[src/rtl/csq_pkg.sv]
`timescale 1ns / 1ps
package csq_pkg;
    localparam int CAPACITY   = 64;
    localparam int DATA_WIDTH = 32;
    localparam int ADDR_W     = $clog2(CAPACITY);
    localparam int CNT_W      = $clog2(CAPACITY + 1);

    localparam logic [2:0] CMD_START  = 3'd0;
    localparam logic [2:0] CMD_END    = 3'd1;
    localparam logic [2:0] CMD_ADV    = 3'd2;
    localparam logic [2:0] CMD_INSERT = 3'd3;
    localparam logic [2:0] CMD_ATTACH = 3'd4;
    localparam logic [2:0] CMD_REMOVE = 3'd5;

    localparam logic [1:0] ST_OK      = 2'd0;
    localparam logic [1:0] ST_NO_CUR  = 2'd1;
    localparam logic [1:0] ST_FULL    = 2'd2;

    typedef logic [CNT_W-1:0]      cnt_t;
    typedef logic [ADDR_W-1:0]     addr_t;
    typedef logic [DATA_WIDTH-1:0] data_t;
endpackage

[src/rtl/csq_ram.sv]
`timescale 1ns / 1ps
module csq_ram #(
    parameter int WIDTH = 32,
    parameter int DEPTH = 64
) (
    input  logic                     clk,
    input  logic                     we,
    input  logic [$clog2(DEPTH)-1:0] waddr,
    input  logic [WIDTH-1:0]         wdata,
    input  logic [$clog2(DEPTH)-1:0] raddr,
    output logic [WIDTH-1:0]         rdata
);
    logic [WIDTH-1:0] mem [DEPTH];

    always_ff @(posedge clk)
    begin
        if (we)
        begin
            mem[waddr] <= wdata;
        end
        rdata <= mem[raddr];
    end
endmodule

[src/rtl/cursor_sequence_store_unit.sv]
`timescale 1ns / 1ps
// ordered sequence store with a cursor, entries held in one synchronous ram
// command channel: a beat is taken when start is high and busy is low; command
// and entry_value are sampled at that edge
// result channel: done is high for exactly one cycle with status, item_count,
// has_current, current_value and cursor_position; the receiver cannot stall,
// so the beat is taken at the edge that ends that cycle
// start, end, advance, failed commands and removing the last entry go from
// accept through S_READ to S_RESP; insert or attach passes S_UP and S_FLUSH
// when entries move, then S_PUT; remove that moves entries passes S_DN and
// S_FLUSH; both then go on through S_READ and S_RESP
// insert and remove move one entry per cycle through the single write port of
// the ram, and the current entry is read back through its registered read port
// before the result is shown
// one command is in flight at a time; busy is high from accept through done
// reset clears count and cursor (empty store, no current entry); ram contents
// are not cleared, only entries below the count are ever shown on current_value
module cursor_sequence_store_unit
    import csq_pkg::*;
(
    input  logic        clk,
    input  logic        rst_n,
    input  logic        start,
    output logic        busy,
    input  logic [2:0]  command,
    input  logic [31:0] entry_value,
    output logic        done,
    output logic [1:0]  status,
    output logic [6:0]  item_count,
    output logic        has_current,
    output logic [31:0] current_value,
    output logic [6:0]  cursor_position
);
    localparam logic [2:0] S_IDLE  = 3'd0;
    localparam logic [2:0] S_UP    = 3'd1;
    localparam logic [2:0] S_DN    = 3'd2;
    localparam logic [2:0] S_FLUSH = 3'd3;
    localparam logic [2:0] S_PUT   = 3'd4;
    localparam logic [2:0] S_READ  = 3'd5;
    localparam logic [2:0] S_RESP  = 3'd6;

    logic [2:0] state_reg, state_next;
    cnt_t       count_reg, count_next;
    cnt_t       cursor_reg, cursor_next;
    cnt_t       ptr_reg, ptr_next;
    cnt_t       pos_reg, pos_next;
    cnt_t       wa_reg, wa_next;
    logic       wpend_reg, wpend_next;
    logic       up_reg, up_next;
    logic [1:0] status_reg, status_next;
    data_t      val_reg, val_next;

    logic       ram_we;
    addr_t      ram_waddr, ram_raddr;
    data_t      ram_wdata, ram_rdata;
    logic       has_cur;
    cnt_t       ins_pos;

    assign has_cur = cursor_reg < count_reg;

    always_comb
    begin
        if (command == CMD_INSERT)
            ins_pos = has_cur ? cursor_reg : '0;
        else
            ins_pos = has_cur ? cnt_t'(cursor_reg + 1'b1) : count_reg;
    end

    always_comb
    begin
        state_next  = state_reg;
        count_next  = count_reg;
        cursor_next = cursor_reg;
        ptr_next    = ptr_reg;
        pos_next    = pos_reg;
        wa_next     = wa_reg;
        wpend_next  = wpend_reg;
        up_next     = up_reg;
        status_next = status_reg;
        val_next    = val_reg;
        ram_we      = 1'b0;
        ram_waddr   = wa_reg[ADDR_W-1:0];
        ram_wdata   = ram_rdata;
        ram_raddr   = ptr_reg[ADDR_W-1:0];
        unique case (state_reg)
            S_IDLE:
            begin
                if (start)
                begin
                    status_next = ST_OK;
                    wpend_next  = 1'b0;
                    state_next  = S_READ;
                    val_next    = data_t'(entry_value);
                    case (command)
                        CMD_START: cursor_next = '0;
                        CMD_END:
                        begin
                            if (count_reg != '0)
                                cursor_next = cnt_t'(count_reg - 1'b1);
                        end
                        CMD_ADV:
                        begin
                            if (!has_cur)
                                status_next = ST_NO_CUR;
                            else
                                cursor_next = cnt_t'(cursor_reg + 1'b1);
                        end
                        CMD_INSERT, CMD_ATTACH:
                        begin
                            if (count_reg >= cnt_t'(CAPACITY))
                                status_next = ST_FULL;
                            else
                            begin
                                pos_next    = ins_pos;
                                cursor_next = ins_pos;
                                count_next  = cnt_t'(count_reg + 1'b1);
                                ptr_next    = cnt_t'(count_reg - 1'b1);
                                up_next     = 1'b1;
                                state_next  = (count_reg > ins_pos) ? S_UP : S_PUT;
                            end
                        end
                        CMD_REMOVE:
                        begin
                            if (!has_cur)
                                status_next = ST_NO_CUR;
                            else
                            begin
                                count_next = cnt_t'(count_reg - 1'b1);
                                up_next    = 1'b0;
                                if (cnt_t'(cursor_reg + 1'b1) < count_reg)
                                begin
                                    ptr_next   = cnt_t'(cursor_reg + 1'b1);
                                    state_next = S_DN;
                                end
                            end
                        end
                        default: ;
                    endcase
                end
            end
            // open a gap: read k-1, write it to k on the next cycle
            S_UP:
            begin
                ram_we     = wpend_reg;
                wpend_next = 1'b1;
                wa_next    = cnt_t'(ptr_reg + 1'b1);
                if (ptr_reg == pos_reg)
                    state_next = S_FLUSH;
                else
                    ptr_next = cnt_t'(ptr_reg - 1'b1);
            end
            // close a gap: read k+1, write it to k; count is already the new one
            S_DN:
            begin
                ram_we     = wpend_reg;
                wpend_next = 1'b1;
                wa_next    = cnt_t'(ptr_reg - 1'b1);
                if (ptr_reg == count_reg)
                    state_next = S_FLUSH;
                else
                    ptr_next = cnt_t'(ptr_reg + 1'b1);
            end
            S_FLUSH:
            begin
                ram_we     = 1'b1;
                wpend_next = 1'b0;
                state_next = up_reg ? S_PUT : S_READ;
            end
            S_PUT:
            begin
                ram_we     = 1'b1;
                ram_waddr  = pos_reg[ADDR_W-1:0];
                ram_wdata  = val_reg;
                state_next = S_READ;
            end
            S_READ:
            begin
                ram_raddr  = cursor_reg[ADDR_W-1:0];
                state_next = S_RESP;
            end
            S_RESP:
            begin
                state_next = S_IDLE;
            end
            default: state_next = S_IDLE;
        endcase
    end

    always_ff @(posedge clk or negedge rst_n)
    begin
        if (!rst_n)
        begin
            state_reg  <= S_IDLE;
            count_reg  <= '0;
            cursor_reg <= '0;
            wpend_reg  <= 1'b0;
        end
        else
        begin
            state_reg  <= state_next;
            count_reg  <= count_next;
            cursor_reg <= cursor_next;
            wpend_reg  <= wpend_next;
        end
    end

    always_ff @(posedge clk)
    begin
        ptr_reg    <= ptr_next;
        pos_reg    <= pos_next;
        wa_reg     <= wa_next;
        up_reg     <= up_next;
        status_reg <= status_next;
        val_reg    <= val_next;
    end

    csq_ram #(
        .WIDTH (DATA_WIDTH),
        .DEPTH (CAPACITY)
    ) u_ram (
        .clk   (clk),
        .we    (ram_we),
        .waddr (ram_waddr),
        .wdata (ram_wdata),
        .raddr (ram_raddr),
        .rdata (ram_rdata)
    );

    assign busy            = state_reg != S_IDLE;
    assign done            = state_reg == S_RESP;
    assign status          = status_reg;
    assign item_count      = 7'(count_reg);
    assign has_current     = has_cur;
    assign current_value   = has_cur ? 32'(ram_rdata) : '0;
    assign cursor_position = 7'(cursor_reg);

    assert property (@(posedge clk) disable iff (!rst_n) cursor_reg <= count_reg)
        else $error("cursor beyond count");
    assert property (@(posedge clk) disable iff (!rst_n) count_reg <= cnt_t'(CAPACITY))
        else $error("count beyond capacity");
    assert property (@(posedge clk) disable iff (!rst_n) !busy |-> !ram_we)
        else $error("ram write while idle");
    assert property (@(posedge clk) disable iff (!rst_n) done |=> !done)
        else $error("result strobe longer than one cycle");
endmodule
[config.mk]
export PLATFORM = sky130hd
export DESIGN_NAME = cursor_sequence_store_unit
export DESIGN_NICKNAME = d
export VERILOG_FILES = /design/src/rtl/csq_pkg.sv /design/src/rtl/csq_ram.sv /design/src/rtl/cursor_sequence_store_unit.sv
export SDC_FILE = /design/constraint.sdc
export NUM_CORES = 2
export LEC_CHECK = 0
export BUFFER_PORTS_ARGS = -buffer_cell sky130_fd_sc_hd__buf_2
export CORE_MARGIN = 2
export CORE_UTILIZATION = 57
export DETAILED_ROUTE_END_ITERATION = 8
export GPL_ROUTABILITY_DRIVEN = 0
export GPL_TIMING_DRIVEN = 0
export PLACE_DENSITY_LB_ADDON = 0.25
export SETUP_SLACK_MARGIN = 0.2
export SLEW_MARGIN = 0
export SYNTH_ARGS = -nofsm -noshare
export SYNTH_HDL_FRONTEND = slang
export SYNTH_SLANG_ARGS = --single-unit
[constraint.sdc]
create_clock -name clk -period 3.7 [get_ports clk]
set_input_delay 0.37 -clock clk [delete_from_list [all_inputs] [get_ports clk]]
set_output_delay 0.37 -clock clk [all_outputs]
set_load 0.005 [all_outputs]
==> results.rst <==
.. list-table::
   :header-rows: 1

   * - Metric
     - Value
   * - Library cell occupying the most area in the post-synthesis netlist
     - sky130_fd_sc_hd__edfxtp_1
   * - Clock Pin Slew Worst Setup and Hold Paths
     - 0.06 ns
   * - DR iter-0 viols
     - 6766
   * - Multi-input gate area in the final layout
     - 21100 um2
   * - Number of antenna violations at the first check in global routing
     - 15
   * - Combined area of all synthesized cells
     - 85100 um2
   * - Core Footprint
     - 148000 um2
   * - Average via count per standard cell
     - 6.60
   * - Pre-Repair DR Iteration Count
     - 7
   * - Worst-Skew Late Latency
     - 0.83 ns
   * - Power density of the placed cells
     - 924 nW/um2
   * - Total track usage
     - 29.9%
   * - Warning count from the yosys run
     - 0
   * - Number of flip-flops in the largest register
     - 2048
   * - Ratio of cells with drive above 1 in the final layout
     - 29.7%
   * - Sequential cell area fraction in the yosys report
     - 75.5%
   * - Leakage power
     - 32.8 nW
   * - Synth top area share
     - 74.2%
   * - Pins over their slew limit
     - 0
   * - Congestion Overflow GR
     - 0
   * - Detailed-route via count
     - 46200
   * - Global-route wire length before repair
     - 321 mm
   * - Die span in x
     - 390 um
   * - Final worst path period need
     - 3.72 ns
   * - DRT antenna net count
     - 0
   * - Port bufs
     - 87
   * - Boundary pin count
     - 89
   * - Proportion of synthesized flip-flops having asynchronous set or reset
     - 0.836%
   * - Largest stage delay, worst path
     - 0.78 ns
   * - Top cells by area in the synthesized netlist
     - sky130_fd_sc_hd__edfxtp_1 (74%), sky130_fd_sc_hd__mux4_2 (14%), sky130_fd_sc_hd__nand2_1 (2.7%), sky130_fd_sc_hd__mux2i_1 (1.3%), sky130_fd_sc_hd__dfxtp_1 (0.75%)
   * - Hold Worst Slack
     - 0.0792 ns
   * - Critical path endpoint category
     - flop
   * - Unrepaired setup endpoints after global routing
     - yes
   * - Total length of routed wires
     - 227 mm
   * - FMAX
     - 269 MHz
   * - Worst-path maximum fanout
     - 11
   * - Syn Nets
     - 4419
   * - Row count
     - 141
   * - Largest net degree at the start of global routing
     - 65
   * - Final number of hold-violating endpoints
     - 0
   * - H-tree Lvls
     - 4
   * - Status
     - finished, violations left
   * - DR DRC count
     - 0
   * - Clock tree from TritonCTS
     - yes
   * - Area added between synthesis and finish
     - 17.4%
   * - Count of max-cap constraint violations
     - 0
   * - Path class of the lowest-slack min-delay path
     - input pin to async pin
   * - Data arrival time of the critical path
     - 4.43 ns
   * - Wire length per cell after detailed routing
     - 32.5 um
   * - Ranking of synthesized cells by instance count
     - sky130_fd_sc_hd__edfxtp_1 (2103), sky130_fd_sc_hd__nand2_1 (621), sky130_fd_sc_hd__mux4_2 (512)
   * - Avg Inst Size Synth
     - 19.5 um2
   * - Worst Slack Setup Final
     - -0.0209 ns
   * - Vert. Die Dim
     - 390 um
   * - Post-synth EDFFs
     - 2103
   * - Cts bufs inserted
     - 208
   * - Number of global-route vias before repair
     - 44900
   * - Register-to-register path setup slack
     - -0.02 ns
   * - Most frequent cell after synthesis
     - sky130_fd_sc_hd__edfxtp_1
   * - HPWL after DPL
     - 143 mm
   * - Count of nets after finishing
     - 4955
   * - Final worst-path cycle share
     - 101%
   * - Area taken by flip-flops and latches
     - 64200 um2
   * - Post-synth top flop
     - sky130_fd_sc_hd__edfxtp_1
   * - Count of endpoints failing setup in the final report
     - 1
   * - Start-to-end type of the worst setup path
     - flop to flop
   * - Worst path required time
     - 4.41 ns
   * - CTS Root Cell
     - sky130_fd_sc_hd__clkbuf_16
   * - Relative slew slack
     - 19.3%
   * - Synthesized netlist cell count
     - 4361
   * - Register bit count reported by yosys
     - 2153
   * - Final total power
     - 0.0923 W
   * - Full die area
     - 152000 um2
   * - Maximum buffer depth of the clock tree
     - 3
   * - Count of fill cells added during filler insertion
     - 9030
   * - Clock net sink count
     - 2153
   * - Transition time at the pin with the least slew margin
     - 1.21 ns
   * - Ordered list of cells on the worst path
     - buf_6 > nor2b_4 > nand2_8 > mux2i_1 > clkbuf_2 > clkbuf_1 > nand2_1 > nand3_1 > o21ai_0 > o221ai_2
   * - Initial Utilization
     - 57.5%
   * - Master of the slowest instance on the critical path
     - sky130_fd_sc_hd__clkbuf_2
   * - Final worst clock skew
     - 0.0433 ns
   * - Violations in the final reports
     - negative setup slack
   * - Max VDD drop
     - 0.770 mV
   * - Startpoint type of the worst setup path
     - flop
   * - Distinct cell type count of the synthesized netlist
     - 68
[metal layers]
layer  global-route usage [%]  share of wire [%]  vias to the layer above  wire length [um]
li1                         -                  -                    18700                 -
met1                     41.7                 37                    23900             84900
met2                     44.8                 46                     3039            105000
met3                     7.01                 11                      545             24900
met4                     15.1                5.7                        8             13000
met5                        0              0.063                        -               144
[power breakdown]
group | total, W | internal [W] | leakage [nW] | switching (W)
combinational | 0.0388 | 0.0134 | 10.1 | 0.0254
clock | 0.0203 | 0.0113 | 3.17 | 0.00895
sequential | 0.0333 | 0.0326 | 19.5 | 0.000666
total | 0.0923 | 0.0573 | 32.8 | 0.0350
[cell type report]
type                       count  share of cell area [%]
inverter                      27                   0.119
sequential                  2153                    64.3
timing repair buffer         326                    3.89
clock buffer                 253                    5.44
multi-input combinational   1931                    21.1
clock inverter               129                    1.01
tap                         1930                    2.42
antenna                        2                 0.00501
buffer                       250                    1.72
[cell families after synthesis]
kind of cell,after synthesis,synth area share [%]
AOI/OAI and AO/OA,280,2.20
buffers and inverters,277,1.74
xor gates and xnor gates,39,0.401
and+or+nand+nor,963,4.90
adders and majority gates,23,0.329
DFF,2153,75.5
muxes,626,14.9
[final timing paths]
path                         startpoint            endpoint  cells past startpoint
max                        state_reg[1]     u_ram.rdata[25]                     10
min                               rst_n       item_count[1]                      2
max reg2reg                state_reg[1]     u_ram.rdata[25]                     10
min reg2reg                   wpend_reg           wpend_reg                      2
max in group asynchronous         rst_n       item_count[2]                      2
min in group clk             command[1]  cursor_position[0]                      5
[stage by stage]
stage | instances | util [%] | area, um2 | TNS, ns | setup slack, ns
3_3_place_gp | 6378 | 59.4 | 87900 | -5338.19 | -1.82
6_report | 7001 | 67.5 | 99900 | -0.0209 | -0.0209
3_5_place_dp | 6459 | 61.0 | 90400 | -162.55 | -1.50
2_1_floorplan | 4361 | - | 85100 | 0 | 0.218
5_1_grt | 6999 | 67.5 | 99900 | -0.0208 | -0.0208
4_1_cts | 6951 | 67.0 | 99200 | -12.27 | -0.118
[repair_timing]
item                        CTS  global route
resized for setup           266            77
pin swaps                    50            27
buffers inserted             75            46
hold buffers                 34             0
setup endpoints to repair  2339          2277
hold endpoints to repair     52             0
gates cloned                  1             2
[worst max-delay path, delay by kind of cell (launching register included)]
family,cells,cell delay [ns]
AOI/OAI and AO/OA,2,0.82
buffers and inverters,3,1.53
DFF,1,0.38
muxes,1,0.28
and+or+nand+nor,4,0.59
[placed cells by master (no fill, tap or decap), types with 32 or more instances in the layout]
cell                            netlist  layout
sky130_fd_sc_hd__edfxtp_1          2103    2103
sky130_fd_sc_hd__nand2_1            621     572
sky130_fd_sc_hd__mux4_2             512     512
sky130_fd_sc_hd__clkbuf_16            0     214
sky130_fd_sc_hd__buf_2               61     138
sky130_fd_sc_hd__clkbuf_1           114     117
sky130_fd_sc_hd__buf_4               17     113
sky130_fd_sc_hd__nand3_1            110     109
sky130_fd_sc_hd__buf_12               0      97
sky130_fd_sc_hd__o21ai_0             93      68
sky130_fd_sc_hd__mux2i_1            110      66
sky130_fd_sc_hd__nor2_4               0      65
sky130_fd_sc_hd__clkinv_1             3      55
sky130_fd_sc_hd__clkinv_2             0      43
sky130_fd_sc_hd__nand3b_1            38      38
sky130_fd_sc_hd__and2_1              37      37
sky130_fd_sc_hd__buf_6               40      36
sky130_fd_sc_hd__a21oi_1             38      35
sky130_fd_sc_hd__mux2i_2              0      34
sky130_fd_sc_hd__dlygate4sd3_1        0      34
sky130_fd_sc_hd__dfxtp_1             32      32
Power figures use the tool's default switching activity.
